<file path="config.mk">
export PLATFORM = sky130hd
export DESIGN_NAME = rle_image_unpacker_flat
export DESIGN_NICKNAME = d
export VERILOG_FILES = /design/src/rtl/rleu_pkg.sv /design/src/rtl/rleu_ifs.sv /design/src/rtl/rleu_run_seq.sv /design/src/rtl/rle_image_unpacker.sv /design/src/flat_wrapper.sv
export SDC_FILE = /design/constraint.sdc
export NUM_CORES = 1
export LEC_CHECK = 0
export BUFFER_PORTS_ARGS = -buffer_cell sky130_fd_sc_hd__buf_2
export CAP_MARGIN = 10
export CELL_PAD_IN_SITES_DETAIL_PLACEMENT = 0
export CELL_PAD_IN_SITES_GLOBAL_PLACEMENT = 1
export CORE_ASPECT_RATIO = 2
export CORE_UTILIZATION = 37
export DETAILED_ROUTE_END_ITERATION = 16
export PLACE_DENSITY = 0.68
export SYNTH_ARGS = -nofsm -noshare
export SYNTH_HDL_FRONTEND = slang
export SYNTH_SLANG_ARGS = --single-unit
</file>
<file path="constraint.sdc">
create_clock -name clk_i -period 7.15 [get_ports clk_i]
set_input_delay 0.3575 -clock clk_i [delete_from_list [all_inputs] [get_ports clk_i]]
set_output_delay 0.3575 -clock clk_i [all_outputs]
set_load 0.005 [all_outputs]
</file>
<file path="src/rtl/rleu_pkg.sv">
// shared constants and types of the run-length image unpacker
package rleu_pkg;

  // video memory address width default
  localparam int AddrBitsDef = 14;

  // register and field widths
  localparam int BaseW    = 14;
  localparam int ImageW   = 15;
  localparam int CfgDataW = 15;
  localparam int CfgIdxW  = 2;
  localparam int ByteW    = 8;
  localparam int LenW     = 7;
  localparam int RemW     = 16;
  localparam int CountW   = 2;

  // reset values of the registers
  localparam logic [BaseW-1:0]  BaseAddrRst   = '0;
  localparam logic [ImageW-1:0] ImageBytesRst = 15'd6144;

  // header byte layout: run flag on top, packet length below
  localparam int RunFlagBit = 7;

  // result byte counts
  localparam logic [CountW-1:0] CountOne = 2'd1;
  localparam logic [CountW-1:0] CountTwo = 2'd2;

  // configuration register indexes
  typedef enum logic [CfgIdxW-1:0] {
    CFG_BASE_ADDRESS = 2'd0,
    CFG_IMAGE_BYTES  = 2'd1
  } cfg_idx_e;

  // per-result marks handed from the run sequencer
  typedef struct packed {
    logic [CountW-1:0] byte_count;
    logic              run_end;
    logic              image_end;
  } rleu_tag_t;

  // one run job for the run sequencer
  typedef struct packed {
    logic [ByteW-1:0] value;
    logic [LenW-1:0]  len;
    logic             image_end;
  } rleu_job_t;

endpackage

</file>
<file path="src/rtl/rleu_ifs.sv">
// valid/ready channel interfaces for the code byte input and the result output
interface rleu_in_if;
  logic                       valid;
  logic                       ready;
  logic [rleu_pkg::ByteW-1:0] code_byte;

  modport source (output valid, output code_byte, input ready);
  modport sink   (input valid, input code_byte, output ready);
endinterface

interface rleu_out_if #(
  parameter int AddrW = rleu_pkg::AddrBitsDef
);
  logic                        valid;
  logic                        ready;
  logic [AddrW-1:0]            write_address;
  logic [rleu_pkg::ByteW-1:0]  first_byte;
  logic [rleu_pkg::ByteW-1:0]  second_byte;
  logic [rleu_pkg::CountW-1:0] byte_count;
  logic                        run_end;
  logic                        image_end;

  modport source (output valid, output write_address, output first_byte,
                  output second_byte, output byte_count, output run_end,
                  output image_end, input ready);
  modport sink   (input valid, input write_address, input first_byte,
                  input second_byte, input byte_count, input run_end,
                  input image_end, output ready);
endinterface

</file>
<file path="src/rtl/rleu_run_seq.sv">
// run sequencer: steps one address adder to emit a run as byte pairs
module rleu_run_seq #(
  parameter int AddrW = rleu_pkg::AddrBitsDef
) (
  input  logic                       clk_i,
  input  logic                       rst_ni,
  input  logic                       start_i,
  input  rleu_pkg::rleu_job_t        job_i,
  input  logic [AddrW-1:0]           addr_i,
  input  logic                       slot_free_i,
  output logic                       emit_o,
  output logic [AddrW-1:0]           addr_o,
  output logic [rleu_pkg::ByteW-1:0] value_o,
  output rleu_pkg::rleu_tag_t        tag_o
);

  logic                       busy_q, busy_d;
  logic [rleu_pkg::LenW-1:0]  left_q, left_d;
  logic [AddrW-1:0]           addr_q, addr_d;
  logic [rleu_pkg::ByteW-1:0] value_q, value_d;
  logic                       iend_q, iend_d;
  logic [rleu_pkg::CountW-1:0] cnt;
  logic                       last;

  // pair size and last-pair flag of the current step
  assign cnt  = (left_q >= rleu_pkg::LenW'(2)) ? rleu_pkg::CountTwo : rleu_pkg::CountOne;
  assign last = (left_q <= rleu_pkg::LenW'(2));

  assign emit_o  = busy_q & slot_free_i;
  assign addr_o  = addr_q;
  assign value_o = value_q;
  assign tag_o   = '{byte_count: cnt, run_end: last, image_end: last & iend_q};

  // step control: load a job, then advance one pair per free output slot
  always_comb begin
    busy_d  = busy_q;
    left_d  = left_q;
    addr_d  = addr_q;
    value_d = value_q;
    iend_d  = iend_q;
    if (start_i) begin
      busy_d  = 1'b1;
      left_d  = job_i.len;
      addr_d  = addr_i;
      value_d = job_i.value;
      iend_d  = job_i.image_end;
    end else if (emit_o) begin
      addr_d = addr_q + AddrW'(cnt);
      left_d = left_q - rleu_pkg::LenW'(cnt);
      if (last) begin
        busy_d = 1'b0;
      end
    end
  end

  // control state
  always_ff @(posedge clk_i or negedge rst_ni) begin
    if (!rst_ni) begin
      busy_q <= 1'b0;
      left_q <= '0;
    end else begin
      busy_q <= busy_d;
      left_q <= left_d;
    end
  end

  // job payload
  always_ff @(posedge clk_i) begin
    addr_q  <= addr_d;
    value_q <= value_d;
    iend_q  <= iend_d;
  end

endmodule

</file>
<file path="src/rtl/rle_image_unpacker.sv">
// run-length image unpacker: decodes a packbits-style byte stream into video memory writes
// a header byte gives no result; a literal byte gives its result in the output register
//   in the cycle after acceptance
// a run value byte of length n gives ceil(n/2) results, one per cycle as the output drains,
//   set by the run sequencer's single address adder; input is held until the last pair leaves
// reset: base_address 0, image_bytes 6144, header phase, image counters rearmed, output empty
module rle_image_unpacker #(
  parameter int ADDR_BITS = rleu_pkg::AddrBitsDef
) (
  input  logic                          clk_i,
  input  logic                          rst_ni,
  input  logic                          cfg_we_i,
  input  logic [rleu_pkg::CfgIdxW-1:0]  cfg_idx_i,
  input  logic [rleu_pkg::CfgDataW-1:0] cfg_data_i,
  rleu_in_if.sink                       in_i,
  rleu_out_if.source                    out_o
);

  localparam int AddrW = ADDR_BITS;
  localparam int LenW  = rleu_pkg::LenW;
  localparam int RemW  = rleu_pkg::RemW;
  localparam int ByteW = rleu_pkg::ByteW;

  typedef enum logic [1:0] {
    ST_HEADER,
    ST_RUNVAL,
    ST_LITERAL,
    ST_EMIT
  } state_e;

  state_e                      state_q, state_d;
  logic [rleu_pkg::BaseW-1:0]  base_q, base_d;
  logic [rleu_pkg::ImageW-1:0] image_q, image_d;
  logic [LenW-1:0]             len_q, len_d;
  logic [LenW-1:0]             left_q, left_d;
  logic signed [RemW-1:0]      rem_q, rem_d;
  logic [AddrW-1:0]            naddr_q, naddr_d;

  logic                        out_valid_q, out_valid_d;
  logic [AddrW-1:0]            out_addr_q, out_addr_d;
  logic [ByteW-1:0]            out_first_q, out_first_d;
  logic [ByteW-1:0]            out_second_q, out_second_d;
  rleu_pkg::rleu_tag_t         out_tag_q, out_tag_d;

  logic                        in_fire;
  logic                        slot_free;
  logic [ByteW-1:0]            code;
  logic signed [RemW-1:0]      rem_after;
  logic                        img_done;
  logic                        run_start;
  rleu_pkg::rleu_job_t         run_job;
  logic                        run_emit;
  logic [AddrW-1:0]            run_addr;
  logic [ByteW-1:0]            run_value;
  rleu_pkg::rleu_tag_t         run_tag;

  // handshake
  assign code      = in_i.code_byte;
  assign slot_free = !out_valid_q || out_o.ready;
  assign in_i.ready = (state_q != ST_EMIT) && slot_free;
  assign in_fire   = in_i.valid && in_i.ready;

  // image byte count after the pending packet
  assign rem_after = rem_q - $signed({{(RemW-LenW){1'b0}}, len_q});
  assign img_done  = (rem_after <= 0);

  assign run_job = '{value: code, len: len_q, image_end: img_done};

  // packet decode, image tracking and configuration
  always_comb begin
    state_d      = state_q;
    base_d       = base_q;
    image_d      = image_q;
    len_d        = len_q;
    left_d       = left_q;
    rem_d        = rem_q;
    naddr_d      = naddr_q;
    run_start    = 1'b0;
    out_valid_d  = out_valid_q && !out_o.ready;
    out_addr_d   = out_addr_q;
    out_first_d  = out_first_q;
    out_second_d = out_second_q;
    out_tag_d    = out_tag_q;

    if (in_fire) begin
      case (state_q)
        ST_RUNVAL: begin
          len_d   = '0;
          state_d = ST_HEADER;
          if (len_q != '0) begin
            run_start = 1'b1;
            state_d   = ST_EMIT;
            if (img_done) begin
              rem_d   = $signed({1'b0, image_q});
              naddr_d = AddrW'(base_q);
            end else begin
              rem_d   = rem_after;
              naddr_d = naddr_q + AddrW'(len_q);
            end
          end
        end
        ST_LITERAL: begin
          out_valid_d  = 1'b1;
          out_addr_d   = naddr_q;
          out_first_d  = code;
          out_second_d = '0;
          out_tag_d    = '{byte_count: rleu_pkg::CountOne, run_end: 1'b1, image_end: 1'b0};
          naddr_d      = naddr_q + AddrW'(1);
          left_d       = left_q - LenW'(1);
          if (left_q == LenW'(1)) begin
            state_d = ST_HEADER;
            len_d   = '0;
            out_tag_d.image_end = img_done;
            if (img_done) begin
              rem_d   = $signed({1'b0, image_q});
              naddr_d = AddrW'(base_q);
            end else begin
              rem_d = rem_after;
            end
          end
        end
        default: begin
          // header byte: run flag or literal count
          len_d = code[LenW-1:0];
          if (code[rleu_pkg::RunFlagBit]) begin
            state_d = ST_RUNVAL;
          end else begin
            left_d  = code[LenW-1:0];
            state_d = (code == '0) ? ST_HEADER : ST_LITERAL;
          end
        end
      endcase
    end

    // run pairs from the sequencer
    if (run_emit) begin
      out_valid_d  = 1'b1;
      out_addr_d   = run_addr;
      out_first_d  = run_value;
      out_second_d = (run_tag.byte_count == rleu_pkg::CountTwo) ? run_value : '0;
      out_tag_d    = run_tag;
      if (run_tag.run_end) begin
        state_d = ST_HEADER;
      end
    end

    // base address and image size writes rearm the image
    if (cfg_we_i) begin
      case (cfg_idx_i)
        rleu_pkg::CFG_BASE_ADDRESS: begin
          base_d  = cfg_data_i[rleu_pkg::BaseW-1:0];
          rem_d   = $signed({1'b0, image_q});
          naddr_d = AddrW'(cfg_data_i[rleu_pkg::BaseW-1:0]);
        end
        rleu_pkg::CFG_IMAGE_BYTES: begin
          image_d = cfg_data_i[rleu_pkg::ImageW-1:0];
          rem_d   = $signed({1'b0, cfg_data_i[rleu_pkg::ImageW-1:0]});
          naddr_d = AddrW'(base_q);
        end
        default: begin
        end
      endcase
    end
  end

  // run pair sequencer
  rleu_run_seq #(
    .AddrW (AddrW)
  ) u_run_seq (
    .clk_i       (clk_i),
    .rst_ni      (rst_ni),
    .start_i     (run_start),
    .job_i       (run_job),
    .addr_i      (naddr_q),
    .slot_free_i (slot_free),
    .emit_o      (run_emit),
    .addr_o      (run_addr),
    .value_o     (run_value),
    .tag_o       (run_tag)
  );

  // control and configuration state
  always_ff @(posedge clk_i or negedge rst_ni) begin
    if (!rst_ni) begin
      state_q     <= ST_HEADER;
      base_q      <= rleu_pkg::BaseAddrRst;
      image_q     <= rleu_pkg::ImageBytesRst;
      len_q       <= '0;
      left_q      <= '0;
      rem_q       <= $signed({1'b0, rleu_pkg::ImageBytesRst});
      naddr_q     <= AddrW'(rleu_pkg::BaseAddrRst);
      out_valid_q <= 1'b0;
    end else begin
      state_q     <= state_d;
      base_q      <= base_d;
      image_q     <= image_d;
      len_q       <= len_d;
      left_q      <= left_d;
      rem_q       <= rem_d;
      naddr_q     <= naddr_d;
      out_valid_q <= out_valid_d;
    end
  end

  // output payload register
  always_ff @(posedge clk_i) begin
    out_addr_q   <= out_addr_d;
    out_first_q  <= out_first_d;
    out_second_q <= out_second_d;
    out_tag_q    <= out_tag_d;
  end

  // output channel
  assign out_o.valid         = out_valid_q;
  assign out_o.write_address = out_addr_q;
  assign out_o.first_byte    = out_first_q;
  assign out_o.second_byte   = out_second_q;
  assign out_o.byte_count    = out_tag_q.byte_count;
  assign out_o.run_end       = out_tag_q.run_end;
  assign out_o.image_end     = out_tag_q.image_end;

endmodule

</file>
<file path="src/flat_wrapper.sv">
// flat-port wrapper written by rule: the top's interface ports become plain ports
module rle_image_unpacker_flat import rleu_pkg::*;
#(
  parameter int ADDR_BITS = rleu_pkg::AddrBitsDef
)
  (clk_i, rst_ni, cfg_we_i, cfg_idx_i, cfg_data_i, in_i_valid, in_i_code_byte, in_i_ready, out_o_valid, out_o_write_address, out_o_first_byte, out_o_second_byte, out_o_byte_count, out_o_run_end, out_o_image_end, out_o_ready);
  rleu_in_if in_i_i ();
  rleu_out_if #(.AddrW((AddrBitsDef))) out_o_i ();
  input  logic clk_i;
  input  logic rst_ni;
  input  logic cfg_we_i;
  input  logic [rleu_pkg::CfgIdxW-1:0] cfg_idx_i;
  input  logic [rleu_pkg::CfgDataW-1:0] cfg_data_i;
  input wire logic [$bits(in_i_i.valid)-1:0] in_i_valid;
  input wire logic [$bits(in_i_i.code_byte)-1:0] in_i_code_byte;
  output wire logic [$bits(in_i_i.ready)-1:0] in_i_ready;
  output wire logic [$bits(out_o_i.valid)-1:0] out_o_valid;
  output wire logic [$bits(out_o_i.write_address)-1:0] out_o_write_address;
  output wire logic [$bits(out_o_i.first_byte)-1:0] out_o_first_byte;
  output wire logic [$bits(out_o_i.second_byte)-1:0] out_o_second_byte;
  output wire logic [$bits(out_o_i.byte_count)-1:0] out_o_byte_count;
  output wire logic [$bits(out_o_i.run_end)-1:0] out_o_run_end;
  output wire logic [$bits(out_o_i.image_end)-1:0] out_o_image_end;
  input wire logic [$bits(out_o_i.ready)-1:0] out_o_ready;
  assign in_i_i.valid = in_i_valid;
  assign in_i_i.code_byte = in_i_code_byte;
  assign in_i_ready = in_i_i.ready;
  assign out_o_valid = out_o_i.valid;
  assign out_o_write_address = out_o_i.write_address;
  assign out_o_first_byte = out_o_i.first_byte;
  assign out_o_second_byte = out_o_i.second_byte;
  assign out_o_byte_count = out_o_i.byte_count;
  assign out_o_run_end = out_o_i.run_end;
  assign out_o_image_end = out_o_i.image_end;
  assign out_o_i.ready = out_o_ready;
  rle_image_unpacker #(.ADDR_BITS(ADDR_BITS)) u_core (.clk_i(clk_i), .rst_ni(rst_ni), .cfg_we_i(cfg_we_i), .cfg_idx_i(cfg_idx_i), .cfg_data_i(cfg_data_i), .in_i(in_i_i), .out_o(out_o_i));
endmodule
</file>
==> flow_summary.yaml <==
final_layout:
  final_layout_size_suffix_gt1_share_pct: 21.1
  n_fill_cell: 2272
  diodes: 0
  fin_area_um2: 9700
  num-nets-final: 946
  syn2layout_area_growth_pct: 13.8
route:
  wirelength_um: 24300
  num_vias: 6638
  antenna_left: 0
  drc: 0
  viasPerCell: 5.62
  drt-wirelength-per-cell_um: 20.6
  first_pass_iters: 4
  drtIter0Drc: 322
min_path:
  hold_path_class: "in -> reg"
placement:
  io_buffers: 65
  place.gp.congestion: 0.833
  dp_hpwl_um: 17900
  placed_area_um2: 9120
synthesis:
  syn_inst: 834
  synthesis.nets: 892
  muxShareOfSynthArea_pct: 11.8
  synth_simple_gate_area_share_pct: 14.8
  yosys_warnings: 0
  ys_types: 74
  synthAdderAreaFrac_pct: 4.46
  synth-seq-cells: 141
  synth_compound_area_share_pct: 15.9
  syn_area_um2: 8530
  ys_async_sr_fraction_pct: 59.6
  synth_xor_area_share_pct: 4.71
  avgSynthCellArea_um2: 10.2
  synth_top_family_by_area: "compound AO/OA/AOI/OAI gates"
  yosysSeqAreaShare_pct: 44.8
  synth-main-ff-cell: "dfrtp_1"
  synth-edff-count: 57
clocking:
  cts_tree: "yes"
  cts_hold_buffers: 1
  htreeDepth: 4
  clkLatencyLatePin_ns: 0.45
  clock_sinks: 141
  cts_setup_buffers: 0
  ctsResizeCount: 0
  cts_root_buffer: "clkbuf_16"
  clockBufferDepth: 2
  clkTransAtPathRegs_ns: 0.06
  cts_buffers: 17
setup_path:
  critPathCaptureType: "register"
  crit_arrival_ns: 4.62
  cp_slowest_cell: "nand2b_1"
  ff2ff_setup_slack_ns: 2.83
  required_ns: 7.45
  cp-start-kind: "register"
  crit_type: "reg -> reg"
  crit_chain: "ha_1 -> inv_1 -> fa_1 -> a211oi_2 -> o21ai_2 -> xnor2_1 -> nor4_2 -> a41oi_4 -> buf_4 -> inv_2 -> nand2b_1 -> o21ai_1 -> o221ai_1"
  cp_max_fo: 34
  critPathMaxStageDelay_ns: 0.51
floorplanning:
  die_h_um: 217
  initial_utilization_pct: 37.7
  dieArea_um2: 23700
  num_rows: 78
  coreArea_um2: 22600
  die_x_um: 109
  pin_count: 66
sta:
  tightest_slew_ns: 0.988
  slew_headroom_pct: 34.1
  period_minus_slack_ns: 4.32
  fin_skew_ns: 0.00786
  setup_tns_ns: 0
  fin_crit_sh_pct: 60.4
  fmax_ghz: 0.231
  hold_violations: 0
  setup_viol: 0
  rsz0062_at_grt: "no"
  slew_viol_final: 0
grt:
  grt_use_total_pct: 21.9
  grt_overflow: 0
  grt_pass1_wl_um: 38300
  grt_pass1_vias: 7044
  grt_max_degree: 71
  antenna_found_initial: 0
flow_run:
  drv_cap: 0
power:
  p_leak_nw: 3.99
  power.density_nw_per_um2: 437
  max-vdd-ir-drop_v: 0.000190
run_status:
  status: "finished, final reports clean"
[cell usage in the layout, fill, tap and decap left out, types with 8 or more instances in the layout]
| master | count |
|---|---|
| and2_1 | 12 |
| dfrtp_1 | 80 |
| o31ai_1 | 10 |
| xnor2_1 | 29 |
| nand2b_1 | 8 |
| nor3_1 | 10 |
| ha_1 | 24 |
| mux2_2 | 54 |
| edfxtp_1 | 57 |
| a221oi_1 | 12 |
| a31oi_1 | 20 |
| nand2_1 | 59 |
| clkbuf_16 | 17 |
| mux2i_1 | 40 |
| o21ai_0 | 33 |
| and3_1 | 8 |
| o221ai_1 | 14 |
| inv_1 | 27 |
| nor2b_1 | 8 |
| o21ai_1 | 8 |
| buf_4 | 14 |
| nor2_1 | 82 |
| buf_2 | 64 |
| a21oi_1 | 46 |
| xor2_1 | 15 |
| nand3_1 | 31 |
[layout make-up]
cell class	instances	area, um2	share of cell area [%]
inverters	28	105	1.08
multi-input cells	620	4410	45.5
clock buffers	17	425	4.38
repair buffers	80	439	4.53
clock inverters	15	153	1.57
flip-flops and latches	141	3820	39.4
well taps	280	350	3.61
[per-layer routing]
metal  vias up  track usage (%)  wire length (um)
li1       3186                -                 -
met1      3226             21.6              8730
met2       164             41.9             13800
met3        62             3.23               625
met4         0             12.3              1160
met5         -                0                 0
[worst paths after layout]
check / depth (start not counted) / endpoint / start
max reg2reg: 13 / u_core.naddr_q[2]$_DFF_PN0_ / u_core.len_q[0]$_DFFE_PN0P_
max: 13 / u_core.naddr_q[2]$_DFF_PN0_ / u_core.len_q[0]$_DFFE_PN0P_
min reg2reg: 2 / u_core.out_o.valid$_DFF_PN0_ / u_core.u_run_seq.busy_q$_DFFE_PN0P_
min in group asynchronous: 2 / u_core.image_q[4]$_DFFE_PN0P_ / rst_ni
min: 1 / u_core.u_run_seq.value_o[7]$_DFFE_PP_ / in_i_code_byte[7]
max in group asynchronous: 3 / u_core.left_q[5]$_DFFE_PN0P_ / rst_ni
[through the flow]
step	power (mW)	hold WS, ns	std cells	worst slack (ns)	util (%)
after floorplan	2.79	0.0619	834	4.13	-
after global placement	3.35	0.223	1147	3.03	40.2
after detailed placement	3.37	0.226	1148	2.88	40.3
after CTS	4.27	0.146	1181	2.88	42.9
after global routing	4.54	0.162	1181	2.47	42.9
final	4.24	0.158	1181	2.83	42.9
[cell usage after synthesis, drive strengths merged, types with 14 or more instances]
library cell	count	area [um2]
clkbuf	31	116
xnor2	29	254
a31oi	20	125
nand3	31	155
xor2	16	148
inv	28	105
buf	14	80.1
nor2	82	308
mux2	54	608
edfxtp	57	1710
dfrtp	80	2000
nand2	59	221
o21ai	42	214
mux2i	40	400
o221ai	14	123
ha	24	300
a21oi	47	239
[cells by family (layout without fill, tap and decap cells)]
| family | after synthesis | after routing |
|---|---|---|
| simple gates | 254 | 254 |
| buf+inv | 73 | 140 |
| mux | 94 | 94 |
| compound gates | 199 | 199 |
| xor+xnor | 45 | 45 |
| flops | 141 | 141 |
| fa+ha+maj | 28 | 28 |
[sequential cells by signal, indices dropped and copies added, names as in the netlist, 8 cells and up]
name / count
u_core.base_q: 14
u_core.image_q: 15
u_core.out_o.write_address: 14
u_core.naddr_q: 14
u_core.rem_q: 16
u_core.u_run_seq.addr_o: 14
u_core.u_run_seq.value_o: 8
u_core.out_o.first_byte: 8
u_core.out_o.second_byte: 8
[critical path: cells and delay by family (launching register included)]
kind            cells  cell delay, ns
xor+xnor            1            0.20
simple gates        2            1.01
flops               1            0.45
buf+inv             3            0.67
fa+ha+maj           2            0.64
compound gates      5            1.18
[report_power, final]
group	switching (mW)	internal, mW
clock network	0.395	0.489
logic	1.03	0.767
registers	0.325	1.23
total	1.75	2.49
Power figures use the tool's default switching activity.
